<file path="src/hdl/sbd_pkg.sv">
// shared constants, payload types, state enum and arctangent table for the correlator
package sbd_pkg;

  localparam int unsigned MAX_SAMPLES  = 512;
  localparam int unsigned ANGLE_BITS   = 16;
  localparam int unsigned CORDIC_STEPS = 16;

  localparam int unsigned POS_W   = 24;
  localparam int unsigned FREQ_W  = 24;
  localparam int unsigned VAL_W   = 16;
  localparam int unsigned SUM_W   = 26;
  localparam int unsigned CNT_W   = $clog2(MAX_SAMPLES + 1);
  localparam int unsigned DIGIT_W = 4;
  localparam int unsigned ACC_W   = 32;
  localparam int unsigned XY_W    = 34;
  localparam int unsigned STEP_W  = $clog2(CORDIC_STEPS);
  localparam int unsigned DIV_W   = SUM_W + 1;

  localparam logic signed [XY_W-1:0] GAIN_INV = XY_W'(39797);

  typedef struct packed {
    logic [POS_W-1:0]        sample_position;
    logic signed [VAL_W-1:0] sample_value;
    logic                    last_sample;
  } sbd_in_t;

  typedef struct packed {
    logic signed [VAL_W-1:0] rotated_real;
    logic signed [VAL_W-1:0] rotated_imag;
    logic signed [VAL_W-1:0] weight_real;
    logic signed [VAL_W-1:0] weight_imag;
    logic                    weight_valid;
    logic                    count_overflow;
  } sbd_out_t;

  typedef enum logic [2:0] {
    ST_IDLE,
    ST_MUL,
    ST_ROT,
    ST_ACC,
    ST_DIV_START,
    ST_DIV,
    ST_OUT
  } sbd_state_e;

  // arctangent of 2^-i in units of 2^-32 turn
  function automatic logic [31:0] atan_turns(input logic [STEP_W-1:0] i);
    logic [31:0] r;
    unique case (i)
      4'd0:    r = 32'd536870912;
      4'd1:    r = 32'd316933406;
      4'd2:    r = 32'd167458907;
      4'd3:    r = 32'd85004756;
      4'd4:    r = 32'd42667331;
      4'd5:    r = 32'd21354465;
      4'd6:    r = 32'd10679838;
      4'd7:    r = 32'd5340245;
      4'd8:    r = 32'd2670163;
      4'd9:    r = 32'd1335087;
      4'd10:   r = 32'd667544;
      4'd11:   r = 32'd333772;
      4'd12:   r = 32'd166886;
      4'd13:   r = 32'd83443;
      4'd14:   r = 32'd41722;
      4'd15:   r = 32'd20861;
      default: r = 32'd0;
    endcase
    return r;
  endfunction

endpackage

</file>
<file path="src/hdl/sbd_phase_mul.sv">
// digit-serial position times frequency multiplier, rounds the product to a phase angle
module sbd_phase_mul (
  input  logic                            clk_i,
  input  logic                            rst_ni,
  input  logic                            start_i,
  input  logic [sbd_pkg::POS_W-1:0]       pos_i,
  input  logic [sbd_pkg::FREQ_W-1:0]      freq_i,
  output logic                            done_o,
  output logic [sbd_pkg::ANGLE_BITS-1:0]  phase_o
);
  import sbd_pkg::*;

  localparam int unsigned NDIG   = FREQ_W / DIGIT_W;
  localparam int unsigned DCNT_W = $clog2(NDIG);
  localparam logic [ACC_W-1:0] RND = ACC_W'(1) << (ACC_W - 1 - ANGLE_BITS);

  logic [ACC_W-1:0]  acc_q, mcand_q, part, rnd;
  logic [FREQ_W-1:0] dig_q;
  logic [DCNT_W-1:0] cnt_q;
  logic              busy_q, done_q;

  assign part = mcand_q * ACC_W'(dig_q[DIGIT_W-1:0]);

  always_ff @(posedge clk_i or negedge rst_ni) begin
    if (!rst_ni) begin
      busy_q <= 1'b0;
      done_q <= 1'b0;
    end else begin
      done_q <= 1'b0;
      if (start_i) begin
        busy_q <= 1'b1;
      end else if (busy_q && cnt_q == DCNT_W'(NDIG - 1)) begin
        busy_q <= 1'b0;
        done_q <= 1'b1;
      end
    end
  end

  always_ff @(posedge clk_i) begin
    if (start_i) begin
      acc_q   <= '0;
      mcand_q <= ACC_W'(pos_i);
      dig_q   <= freq_i;
      cnt_q   <= '0;
    end else if (busy_q) begin
      acc_q   <= acc_q + part;
      mcand_q <= mcand_q << DIGIT_W;
      dig_q   <= dig_q >> DIGIT_W;
      cnt_q   <= cnt_q + DCNT_W'(1);
    end
  end

  // round half up, wrap modulo one turn
  assign rnd     = acc_q + RND;
  assign phase_o = rnd[ACC_W-1 -: ANGLE_BITS];
  assign done_o  = done_q;

endmodule

</file>
<file path="src/hdl/sbd_cordic.sv">
// iterative cordic rotation of one sample by minus the phase angle
module sbd_cordic (
  input  logic                                  clk_i,
  input  logic                                  rst_ni,
  input  logic                                  start_i,
  input  logic [sbd_pkg::ANGLE_BITS-1:0]        phase_i,
  input  logic signed [sbd_pkg::VAL_W-1:0]      value_i,
  output logic                                  done_o,
  output logic signed [sbd_pkg::VAL_W-1:0]      re_o,
  output logic signed [sbd_pkg::VAL_W-1:0]      im_o
);
  import sbd_pkg::*;

  logic [31:0]              ang, a_neg, a_f;
  logic                     flip;
  logic signed [XY_W-1:0]   vext, prod, z0;
  logic signed [XY_W-1:0]   x_q, y_q, z_q, dx, dy, at;
  logic [STEP_W-1:0]        step_q;
  logic                     busy_q, done_q;

  function automatic logic signed [VAL_W-1:0] rnd_sat(input logic signed [XY_W-1:0] v);
    logic signed [XY_W-1:0] t;
    logic signed [VAL_W-1:0] r;
    t = $signed(v + XY_W'(32768)) >>> 16;
    if (t > $signed(XY_W'(32767)))        r = 16'sh7fff;
    else if (t < -$signed(XY_W'(32768)))  r = 16'sh8000;
    else                                  r = t[VAL_W-1:0];
    return r;
  endfunction

  assign ang   = {phase_i, (32 - ANGLE_BITS)'(0)};
  assign a_neg = 32'd0 - ang;
  // second and third quadrant fold onto the right half plane
  assign flip  = ^a_neg[31:30];
  assign a_f   = flip ? a_neg + 32'h8000_0000 : a_neg;
  assign z0    = {{(XY_W-32){a_f[31]}}, a_f};
  assign vext  = {{(XY_W-VAL_W){value_i[VAL_W-1]}}, value_i};
  assign prod  = vext * GAIN_INV;

  assign dx = y_q >>> step_q;
  assign dy = x_q >>> step_q;
  assign at = $signed({{(XY_W-32){1'b0}}, atan_turns(step_q)});

  always_ff @(posedge clk_i or negedge rst_ni) begin
    if (!rst_ni) begin
      busy_q <= 1'b0;
      done_q <= 1'b0;
    end else begin
      done_q <= 1'b0;
      if (start_i) begin
        busy_q <= 1'b1;
      end else if (busy_q && step_q == STEP_W'(CORDIC_STEPS - 1)) begin
        busy_q <= 1'b0;
        done_q <= 1'b1;
      end
    end
  end

  always_ff @(posedge clk_i) begin
    if (start_i) begin
      x_q    <= flip ? -prod : prod;
      y_q    <= '0;
      z_q    <= z0;
      step_q <= '0;
    end else if (busy_q) begin
      if (!z_q[XY_W-1]) begin
        x_q <= x_q - dx;
        y_q <= y_q + dy;
        z_q <= z_q - at;
      end else begin
        x_q <= x_q + dx;
        y_q <= y_q - dy;
        z_q <= z_q + at;
      end
      step_q <= step_q + STEP_W'(1);
    end
  end

  assign done_o = done_q;
  assign re_o   = rnd_sat(x_q);
  assign im_o   = rnd_sat(y_q);

endmodule

</file>
<file path="src/hdl/sbd_divider.sv">
// two-lane restoring divider for the rounded mean of the sums
module sbd_divider (
  input  logic                               clk_i,
  input  logic                               rst_ni,
  input  logic                               start_i,
  input  logic signed [sbd_pkg::SUM_W-1:0]   sum_re_i,
  input  logic signed [sbd_pkg::SUM_W-1:0]   sum_im_i,
  input  logic [sbd_pkg::CNT_W-1:0]          count_i,
  output logic                               done_o,
  output logic signed [sbd_pkg::VAL_W-1:0]   mean_re_o,
  output logic signed [sbd_pkg::VAL_W-1:0]   mean_im_o
);
  import sbd_pkg::*;

  localparam int unsigned ITER_W = $clog2(DIV_W);

  logic signed [SUM_W-1:0] sum_in [2];
  logic [DIV_W-1:0]        n_start [2];
  logic [DIV_W-1:0]        n_q [2];
  logic [CNT_W-1:0]        rem_q [2];
  logic                    neg_q [2];
  logic signed [VAL_W-1:0] mean [2];
  logic [CNT_W-1:0]        c_q;
  logic [ITER_W-1:0]       it_q;
  logic                    busy_q, done_q;

  assign sum_in[0] = sum_re_i;
  assign sum_in[1] = sum_im_i;

  always_comb begin
    for (int k = 0; k < 2; k++) begin
      logic signed [DIV_W-1:0] se;
      logic [DIV_W-1:0]        mag;
      se = {sum_in[k][SUM_W-1], sum_in[k]};
      mag = se[DIV_W-1] ? DIV_W'(-se) : DIV_W'(se);
      n_start[k] = mag + DIV_W'(count_i >> 1);
    end
  end

  always_ff @(posedge clk_i or negedge rst_ni) begin
    if (!rst_ni) begin
      busy_q <= 1'b0;
      done_q <= 1'b0;
    end else begin
      done_q <= 1'b0;
      if (start_i) begin
        busy_q <= 1'b1;
      end else if (busy_q && it_q == ITER_W'(DIV_W - 1)) begin
        busy_q <= 1'b0;
        done_q <= 1'b1;
      end
    end
  end

  always_ff @(posedge clk_i) begin
    if (start_i) begin
      c_q  <= count_i;
      it_q <= '0;
      for (int k = 0; k < 2; k++) begin
        n_q[k]   <= n_start[k];
        rem_q[k] <= '0;
        neg_q[k] <= sum_in[k][SUM_W-1];
      end
    end else if (busy_q) begin
      it_q <= it_q + ITER_W'(1);
      for (int k = 0; k < 2; k++) begin
        logic [CNT_W:0] trial;
        trial = {rem_q[k], n_q[k][DIV_W-1]};
        if (trial >= {1'b0, c_q}) begin
          rem_q[k] <= CNT_W'(trial - {1'b0, c_q});
          n_q[k]   <= {n_q[k][DIV_W-2:0], 1'b1};
        end else begin
          rem_q[k] <= trial[CNT_W-1:0];
          n_q[k]   <= {n_q[k][DIV_W-2:0], 1'b0};
        end
      end
    end
  end

  // quotient has replaced the dividend; restore sign and saturate
  always_comb begin
    for (int k = 0; k < 2; k++) begin
      if (neg_q[k]) begin
        if (n_q[k] > DIV_W'(32768)) mean[k] = 16'sh8000;
        else                        mean[k] = VAL_W'(16'd0 - n_q[k][VAL_W-1:0]);
      end else begin
        if (n_q[k] > DIV_W'(32767)) mean[k] = 16'sh7fff;
        else                        mean[k] = n_q[k][VAL_W-1:0];
      end
    end
  end

  assign done_o    = done_q;
  assign mean_re_o = mean[0];
  assign mean_im_o = mean[1];

endmodule

</file>
<file path="src/hdl/single_bin_dft_correlator.sv">
// single-bin dft correlator top level: control, running sums and output register
//
//  channel   signals                                  direction
//  cfg       cfg_we_i, cfg_wdata_i                    in  (frequency)
//  input     in_valid_i, in_stall_o, in_data_i        in  (one request per sample)
//  output    out_valid_o, out_stall_i, out_data_o     out (one result per sample)
//
// each sample passes through 6 multiplier digits, 16 cordic iterations and an accumulate step
// a last sample then also runs the 27-step restoring divider
// one sample is in flight at a time; a held result does not block the next request
// reset clears the sums, count, overflow flag, frequency and output valid
module single_bin_dft_correlator (
  input  logic                      clk_i,
  input  logic                      rst_ni,
  input  logic                      cfg_we_i,
  input  logic [sbd_pkg::FREQ_W-1:0] cfg_wdata_i,
  input  logic                      in_valid_i,
  output logic                      in_stall_o,
  input  sbd_pkg::sbd_in_t          in_data_i,
  output logic                      out_valid_o,
  input  logic                      out_stall_i,
  output sbd_pkg::sbd_out_t         out_data_o
);
  import sbd_pkg::*;

  sbd_state_e state_q, state_d;

  logic [FREQ_W-1:0]       freq_q;
  sbd_in_t                 item_q;
  logic signed [SUM_W-1:0] sum_re_q, sum_im_q, sum_re_d, sum_im_d;
  logic [CNT_W-1:0]        count_q;
  logic                    ovf_q, ovf_res_q;
  logic signed [VAL_W-1:0] rr_q, ri_q, wre_q, wim_q;
  logic                    out_valid_q;
  sbd_out_t                out_q;

  logic                    mul_start, mul_done, cor_start, cor_done;
  logic                    div_start, div_done, out_load, accept, cnt_full;
  logic [ANGLE_BITS-1:0]   phase;
  logic signed [VAL_W-1:0] cor_re, cor_im, div_re, div_im;

  sbd_phase_mul u_mul (
    .clk_i   (clk_i),
    .rst_ni  (rst_ni),
    .start_i (mul_start),
    .pos_i   (in_data_i.sample_position),
    .freq_i  (freq_q),
    .done_o  (mul_done),
    .phase_o (phase)
  );

  sbd_cordic u_cordic (
    .clk_i   (clk_i),
    .rst_ni  (rst_ni),
    .start_i (cor_start),
    .phase_i (phase),
    .value_i (item_q.sample_value),
    .done_o  (cor_done),
    .re_o    (cor_re),
    .im_o    (cor_im)
  );

  sbd_divider u_div (
    .clk_i     (clk_i),
    .rst_ni    (rst_ni),
    .start_i   (div_start),
    .sum_re_i  (sum_re_q),
    .sum_im_i  (sum_im_q),
    .count_i   (count_q),
    .done_o    (div_done),
    .mean_re_o (div_re),
    .mean_im_o (div_im)
  );

  // next state
  always_comb begin
    state_d = state_q;
    unique case (state_q)
      ST_IDLE:      if (in_valid_i) state_d = ST_MUL;
      ST_MUL:       if (mul_done) state_d = ST_ROT;
      ST_ROT:       if (cor_done) state_d = ST_ACC;
      ST_ACC:       state_d = item_q.last_sample ? ST_DIV_START : ST_OUT;
      ST_DIV_START: state_d = ST_DIV;
      ST_DIV:       if (div_done) state_d = ST_OUT;
      ST_OUT:       if (!out_valid_q || !out_stall_i) state_d = ST_IDLE;
      default:      state_d = ST_IDLE;
    endcase
  end

  // control outputs
  always_comb begin
    in_stall_o = (state_q != ST_IDLE);
    accept     = (state_q == ST_IDLE) && in_valid_i;
    mul_start  = accept;
    cor_start  = (state_q == ST_MUL) && mul_done;
    div_start  = (state_q == ST_DIV_START);
    out_load   = (state_q == ST_OUT) && (!out_valid_q || !out_stall_i);
  end

  assign cnt_full = (count_q >= CNT_W'(MAX_SAMPLES));

  // saturating sum update
  always_comb begin
    logic signed [SUM_W:0] sr, si;
    sr = {sum_re_q[SUM_W-1], sum_re_q} + {{(SUM_W+1-VAL_W){rr_q[VAL_W-1]}}, rr_q};
    si = {sum_im_q[SUM_W-1], sum_im_q} + {{(SUM_W+1-VAL_W){ri_q[VAL_W-1]}}, ri_q};
    if (sr[SUM_W] != sr[SUM_W-1]) sum_re_d = {sr[SUM_W], {(SUM_W-1){~sr[SUM_W]}}};
    else                          sum_re_d = sr[SUM_W-1:0];
    if (si[SUM_W] != si[SUM_W-1]) sum_im_d = {si[SUM_W], {(SUM_W-1){~si[SUM_W]}}};
    else                          sum_im_d = si[SUM_W-1:0];
  end

  always_ff @(posedge clk_i or negedge rst_ni) begin
    if (!rst_ni) begin
      state_q     <= ST_IDLE;
      freq_q      <= '0;
      sum_re_q    <= '0;
      sum_im_q    <= '0;
      count_q     <= '0;
      ovf_q       <= 1'b0;
      out_valid_q <= 1'b0;
    end else begin
      state_q <= state_d;
      if (cfg_we_i) freq_q <= cfg_wdata_i;
      if (state_q == ST_ACC) begin
        if (cnt_full) begin
          ovf_q <= 1'b1;
        end else begin
          sum_re_q <= sum_re_d;
          sum_im_q <= sum_im_d;
          count_q  <= count_q + CNT_W'(1);
        end
      end
      if (state_q == ST_DIV && div_done) begin
        sum_re_q <= '0;
        sum_im_q <= '0;
        count_q  <= '0;
        ovf_q    <= 1'b0;
      end
      if (out_load)         out_valid_q <= 1'b1;
      else if (!out_stall_i) out_valid_q <= 1'b0;
    end
  end

  always_ff @(posedge clk_i) begin
    if (accept) item_q <= in_data_i;
    if (state_q == ST_ROT && cor_done) begin
      rr_q <= cor_re;
      ri_q <= cor_im;
    end
    if (state_q == ST_ACC) begin
      ovf_res_q <= ovf_q | cnt_full;
      wre_q     <= '0;
      wim_q     <= '0;
    end
    if (state_q == ST_DIV && div_done) begin
      wre_q <= div_re;
      wim_q <= div_im;
    end
    if (out_load) begin
      out_q.rotated_real   <= rr_q;
      out_q.rotated_imag   <= ri_q;
      out_q.weight_real    <= wre_q;
      out_q.weight_imag    <= wim_q;
      out_q.weight_valid   <= item_q.last_sample;
      out_q.count_overflow <= ovf_res_q;
    end
  end

  assign out_valid_o = out_valid_q;
  assign out_data_o  = out_q;

`ifndef SYNTH
  a_mul_done_in_mul: assert property (@(posedge clk_i) disable iff (!rst_ni)
    mul_done |-> state_q == ST_MUL)
    else $error("multiplier finished outside its state");

  a_div_done_in_div: assert property (@(posedge clk_i) disable iff (!rst_ni)
    div_done |-> state_q == ST_DIV)
    else $error("divider finished outside its state");

  a_count_bound: assert property (@(posedge clk_i) disable iff (!rst_ni)
    count_q <= CNT_W'(MAX_SAMPLES))
    else $error("sample count above limit");

  a_weight_zero: assert property (@(posedge clk_i) disable iff (!rst_ni)
    (out_valid_o && !out_data_o.weight_valid) |->
      (out_data_o.weight_real == 0 && out_data_o.weight_imag == 0))
    else $error("weight nonzero without weight valid");
`endif

endmodule

</file>
<file path="config.mk">
export PLATFORM = sky130hd
export DESIGN_NAME = single_bin_dft_correlator
export DESIGN_NICKNAME = d
export VERILOG_FILES = /design/src/hdl/sbd_pkg.sv /design/src/hdl/sbd_phase_mul.sv /design/src/hdl/sbd_cordic.sv /design/src/hdl/sbd_divider.sv /design/src/hdl/single_bin_dft_correlator.sv
export SDC_FILE = /design/constraint.sdc
export NUM_CORES = 2
export LEC_CHECK = 0
export BUFFER_PORTS_ARGS = -buffer_cell sky130_fd_sc_hd__clkbuf_2
export CAP_MARGIN = 0
export CORE_MARGIN = 2
export CORE_UTILIZATION = 61
export DETAILED_ROUTE_END_ITERATION = 10
export HOLD_SLACK_MARGIN = 0.02
export PLACE_DENSITY = 0.77
export SETUP_SLACK_MARGIN = 0.15
export SLEW_MARGIN = 20
export SYNTH_ARGS = -nofsm -noshare
export SYNTH_HDL_FRONTEND = slang
export SYNTH_SLANG_ARGS = --single-unit
</file>
<file path="constraint.sdc">
create_clock -name clk_i -period 12.92 [get_ports clk_i]
set_clock_uncertainty 0.05 [all_clocks]
set_input_delay 0.646 -clock clk_i [delete_from_list [all_inputs] [get_ports clk_i]]
set_output_delay 0.646 -clock clk_i [all_outputs]
set_load 0.005 [all_outputs]
</file>
==> reports/qor.txt <==
RUN STATUS
------------------------------------------------------------------------------------
Status                                                                  finished, final reports clean

CTS
------------------------------------------------------------------------------------
Number of buffers on the longest clock path                                        3
H-Tree Level Count                                                                 2
Clock latency reported for the late side of the worst-skew pair              0.66 ns
Clk root buf                                                            sky130_fd_sc_hd__clkbuf_16
Cells resized by post-CTS repair                                                   0
CTS buffer count                                                                  61
TritonCTS clock tree                                                           built
Number of buffers inserted by post-CTS setup repair                                0
Count of clock tree sinks                                                        563
Clock Pin Slew Worst Setup and Hold Paths                                    0.07 ns

STA
------------------------------------------------------------------------------------
Remaining max-slew budget at the tightest pin                                 0.2532
Slew at the pin with the worst max-slew slack                               1.112 ns
Total Neg Setup Slack                                                           0 ns
RSZ-0062 raised after global routing                                              no
Post-route clock period utilization                                           0.5860
Peak clock frequency supported by timing                                  0.1321 GHz
Setup violators final                                                              0
Clock period minus final worst setup slack                                  7.572 ns
Number of pins with negative max-slew slack in the final report                    0
Hold Vio Cnt, Final                                                                0

LOGIC SYNTHESIS
------------------------------------------------------------------------------------
Synthesized cell area                                                    0.04942 mm²
Syn Inst Count                                                                  5405
Share of flip-flops with an asynchronous set or reset after synthesis         0.1723
Synth Register Bits                                                              563
Net count after synthesis                                                       6048
Count of warnings emitted by yosys                                                 0
Sequential-to-total area share from yosys stat                                0.3086
Predominant post-synthesis flop cell                                    sky130_fd_sc_hd__edfxtp_1
Mapped Avg Cell Area                                                       9.143 µm²
Share of the synthesized area in the top cell type                            0.2121
Cell types occupying the most area after synthesis                      sky130_fd_sc_hd__edfxtp_1 (21%), sky130_fd_sc_hd__ha_1 (9.7%), sky130_fd_sc_hd__fa_1 (7.7%)
Number of distinct library cells after synthesis                                  87
Yosys top cell by area                                                  sky130_fd_sc_hd__edfxtp_1
Count of flip-flops with a built-in enable after synthesis                       349

CRITICAL PATH
------------------------------------------------------------------------------------
Worst flop-to-flop path startpoint                                         item_q[8]
Arr. time, crit path                                                         7.90 ns
Required time at the endpoint of the critical path                          13.25 ns
Slack of the worst reg-to-reg path                                           5.35 ns
R2r endpoint                                                            u_cordic.x_q[31]
Kind of critical path                                                   flop to flop
Kind of end point of the critical path                                          flop
Chain of cells forming the critical path                                ha_1 > inv_1 > fa_1 > inv_1 > fa_1 > fa_1 > fa_1 > inv_1 > fa_1 > inv_1 > ha_1 > and4_1 > and2_1 > and3_1 > or4_1 > a22oi_1 > o211ai_1 > or4_1 > nor3_1 > a31oi_1 > xnor2_1 > mux2_2
Slowest stage cell, crit path                                           sky130_fd_sc_hd__or4_1
Critical path origin                                                       item_q[8]
Cell repeated most along the worst path                                 sky130_fd_sc_hd__fa_1
R2R depth                                                                         22
Termination of the worst setup path                                     u_cordic.x_q[31]
Type of origin of the critical path                                             flop
Kind of cell with the highest combined delay on the critical path        adder cells
Maximum fanout along the worst path                                                8
Logic depth of the worst path, buffers included                                   22
Stage delay of the slowest cell on the critical path                         0.61 ns
Buffers plus inverters on the worst setup path                                     4

ROUTING
------------------------------------------------------------------------------------
Average wire per standard cell                                              19.36 µm
Routed via count                                                              40.43k
ANT nets after route                                                               0
Aggregate routed wire length                                               126200 µm
DR vias/cell                                                                   6.203
Number of iterations in the first detailed-routing pass                            6
Iteration-0 DRC count of the detailed router                                    3275
Total DRC errors in the routed layout                                              0

PLACE
------------------------------------------------------------------------------------
Post-detailed-placement half-perimeter wirelength                           94520 µm
Placer Congestion                                                             0.9819
Number of buffers inserted by port buffering                                     137

GLOBAL ROUTE
------------------------------------------------------------------------------------
Number of global-route vias before repair                                     39.11k
Global router's overall resource usage                                        0.3008
First-pass GRT wire length                                                 204500 µm
Maximum number of pins on one net before global-route repair                      96
Number of antenna violations at the first check in global routing                  1
Congestion Overflow GR                                                             0

DIE
------------------------------------------------------------------------------------
Die outline height                                                          288.6 µm
DIE WIDTH                                                                   288.6 µm
Number of standard-cell rows in the floorplan                                    104
Full die area                                                            0.08330 mm²
Count of pins on the block boundary                                              138
Effective utilization at floorplan                                            0.6145
Core footprint                                                           0.08042 mm²

LAYOUT
------------------------------------------------------------------------------------
Area growth, synth to finish                                                  7.403%
Final net count                                                                 6048
Ant diodes                                                                         0
Share of final-layout standard cells stronger than drive strength 1          0.08813
Final Util                                                                    0.6600

MIN PATH
------------------------------------------------------------------------------------
Kind of path behind the tightest hold check                             input port to flop
Startpoint of the lowest-slack hold path                                in_data_i[0]

JOB
------------------------------------------------------------------------------------
Max-cap violation count                                                            0

[logic make-up (layout without fill, tap and decap cells)]
| logic type | count (synthesis) | count (layout) | share of synthesized area |
|---|---|---|---|
| mux | 244 | 244 | 0.06396 |
| flops | 563 | 563 | 0.3086 |
| fa+ha+maj | 573 | 573 | 0.1741 |
| buf+inv | 585 | 638 | 0.04502 |
| xor+xnor | 461 | 461 | 0.08186 |
| compound gates | 1285 | 1285 | 0.1648 |
| simple gates | 1694 | 1694 | 0.1617 |
[timing repair]
item,4_1_cts,5_1_grt
setup endpoints to repair,0,0
hold buffers,1,0
hold endpoints to repair,39,0
[area by class of cell]
cell class / count / area, µm²
multi-input cells: 4257 / 31990
fillers: 6512 / 27340
flip-flops and latches: 563 / 15260
clock buffers: 68 / 1658
well taps: 1060 / 1326
inverters: 348 / 1308
repair buffers: 174 / 968.4
clock inverters: 48 / 564.3
[cells in the final DEF, fill, tap and decap left out, drive strengths merged, types with 103 or more instances in the layout]
cell type / n
nand2: 607
nor2: 400
ha: 382
a21oi: 377
inv: 351
edfxtp: 349
o21ai: 312
xnor2: 265
clkbuf: 204
xor2: 196
fa: 191
mux2i: 129
dfxtp: 117
nand3: 109
nor3: 107
a21o: 103
[metrics by stage]
stage | hold WS, ns | cell area (µm²) | cells | worst slack (ns)
floorplan | 0.3004 | 49420 | 5405 | 5.870
global placement | 0.3518 | 50840 | 6401 | 5.421
detailed placement | 0.3581 | 50840 | 6401 | 5.369
CTS | 0.09208 | 53070 | 6518 | 5.337
global route | 0.1020 | 53080 | 6518 | 4.805
finish | 0.1215 | 53080 | 6518 | 5.348
[metal layers]
layer  vias to the layer above  routed length [µm]  global-route usage
li1                      19350                   -                   -
met1                     19490               54510              0.4046
met2                      1314               60190              0.5100
met3                       277                7129             0.03104
met4                         2                4366              0.1005
met5                         -                  12                   0
[flip-flops by register name, indices dropped and copies added, names as in the netlist, 10 cells and up]
register       cells
u_mul.dig_q       24
item_q            17
u_cordic.at       30
u_div.rem_q       20
u_div.n_q         54
sum_im_q          26
ri_q              16
out_data_o        66
count_q           10
rr_q              16
u_cordic.x_q      34
freq_q            24
sum_re_q          26
u_mul.mcand_q     32
u_mul.acc_q       32
u_cordic.y_q      34
u_cordic.z_q      34
wim_q             16
u_div.c_q         10
wre_q             16
[worst min-delay path by stage]
stage,slack (ns),end,cells past startpoint
after floorplan,0.30,count_q[0],0
after global placement,0.35,out_data_o[30],0
after detailed placement,0.36,out_data_o[12],0
after CTS,0.09,item_q[0],1
after global routing,0.10,item_q[0],1
final,0.12,item_q[0],1
[cells in the mapped netlist (97+ instances only)]
master and count:
sky130_fd_sc_hd__edfxtp_1 349, sky130_fd_sc_hd__nor3_1 107, sky130_fd_sc_hd__nand3_1 109, sky130_fd_sc_hd__o21ai_0 311, sky130_fd_sc_hd__nor2_1 400, sky130_fd_sc_hd__nand2_1 607
sky130_fd_sc_hd__inv_1 343, sky130_fd_sc_hd__a21o_1 103, sky130_fd_sc_hd__xor2_1 196, sky130_fd_sc_hd__ha_1 382, sky130_fd_sc_hd__dfrtp_1 97, sky130_fd_sc_hd__a21oi_1 377
sky130_fd_sc_hd__dfxtp_1 117, sky130_fd_sc_hd__fa_1 191, sky130_fd_sc_hd__xnor2_1 264, sky130_fd_sc_hd__clkbuf_1 177, sky130_fd_sc_hd__mux2i_1 129
Power is left out: the tool's default activity adds up to more than one toggle a clock period on the data nets, which glitch-free logic cannot reach.
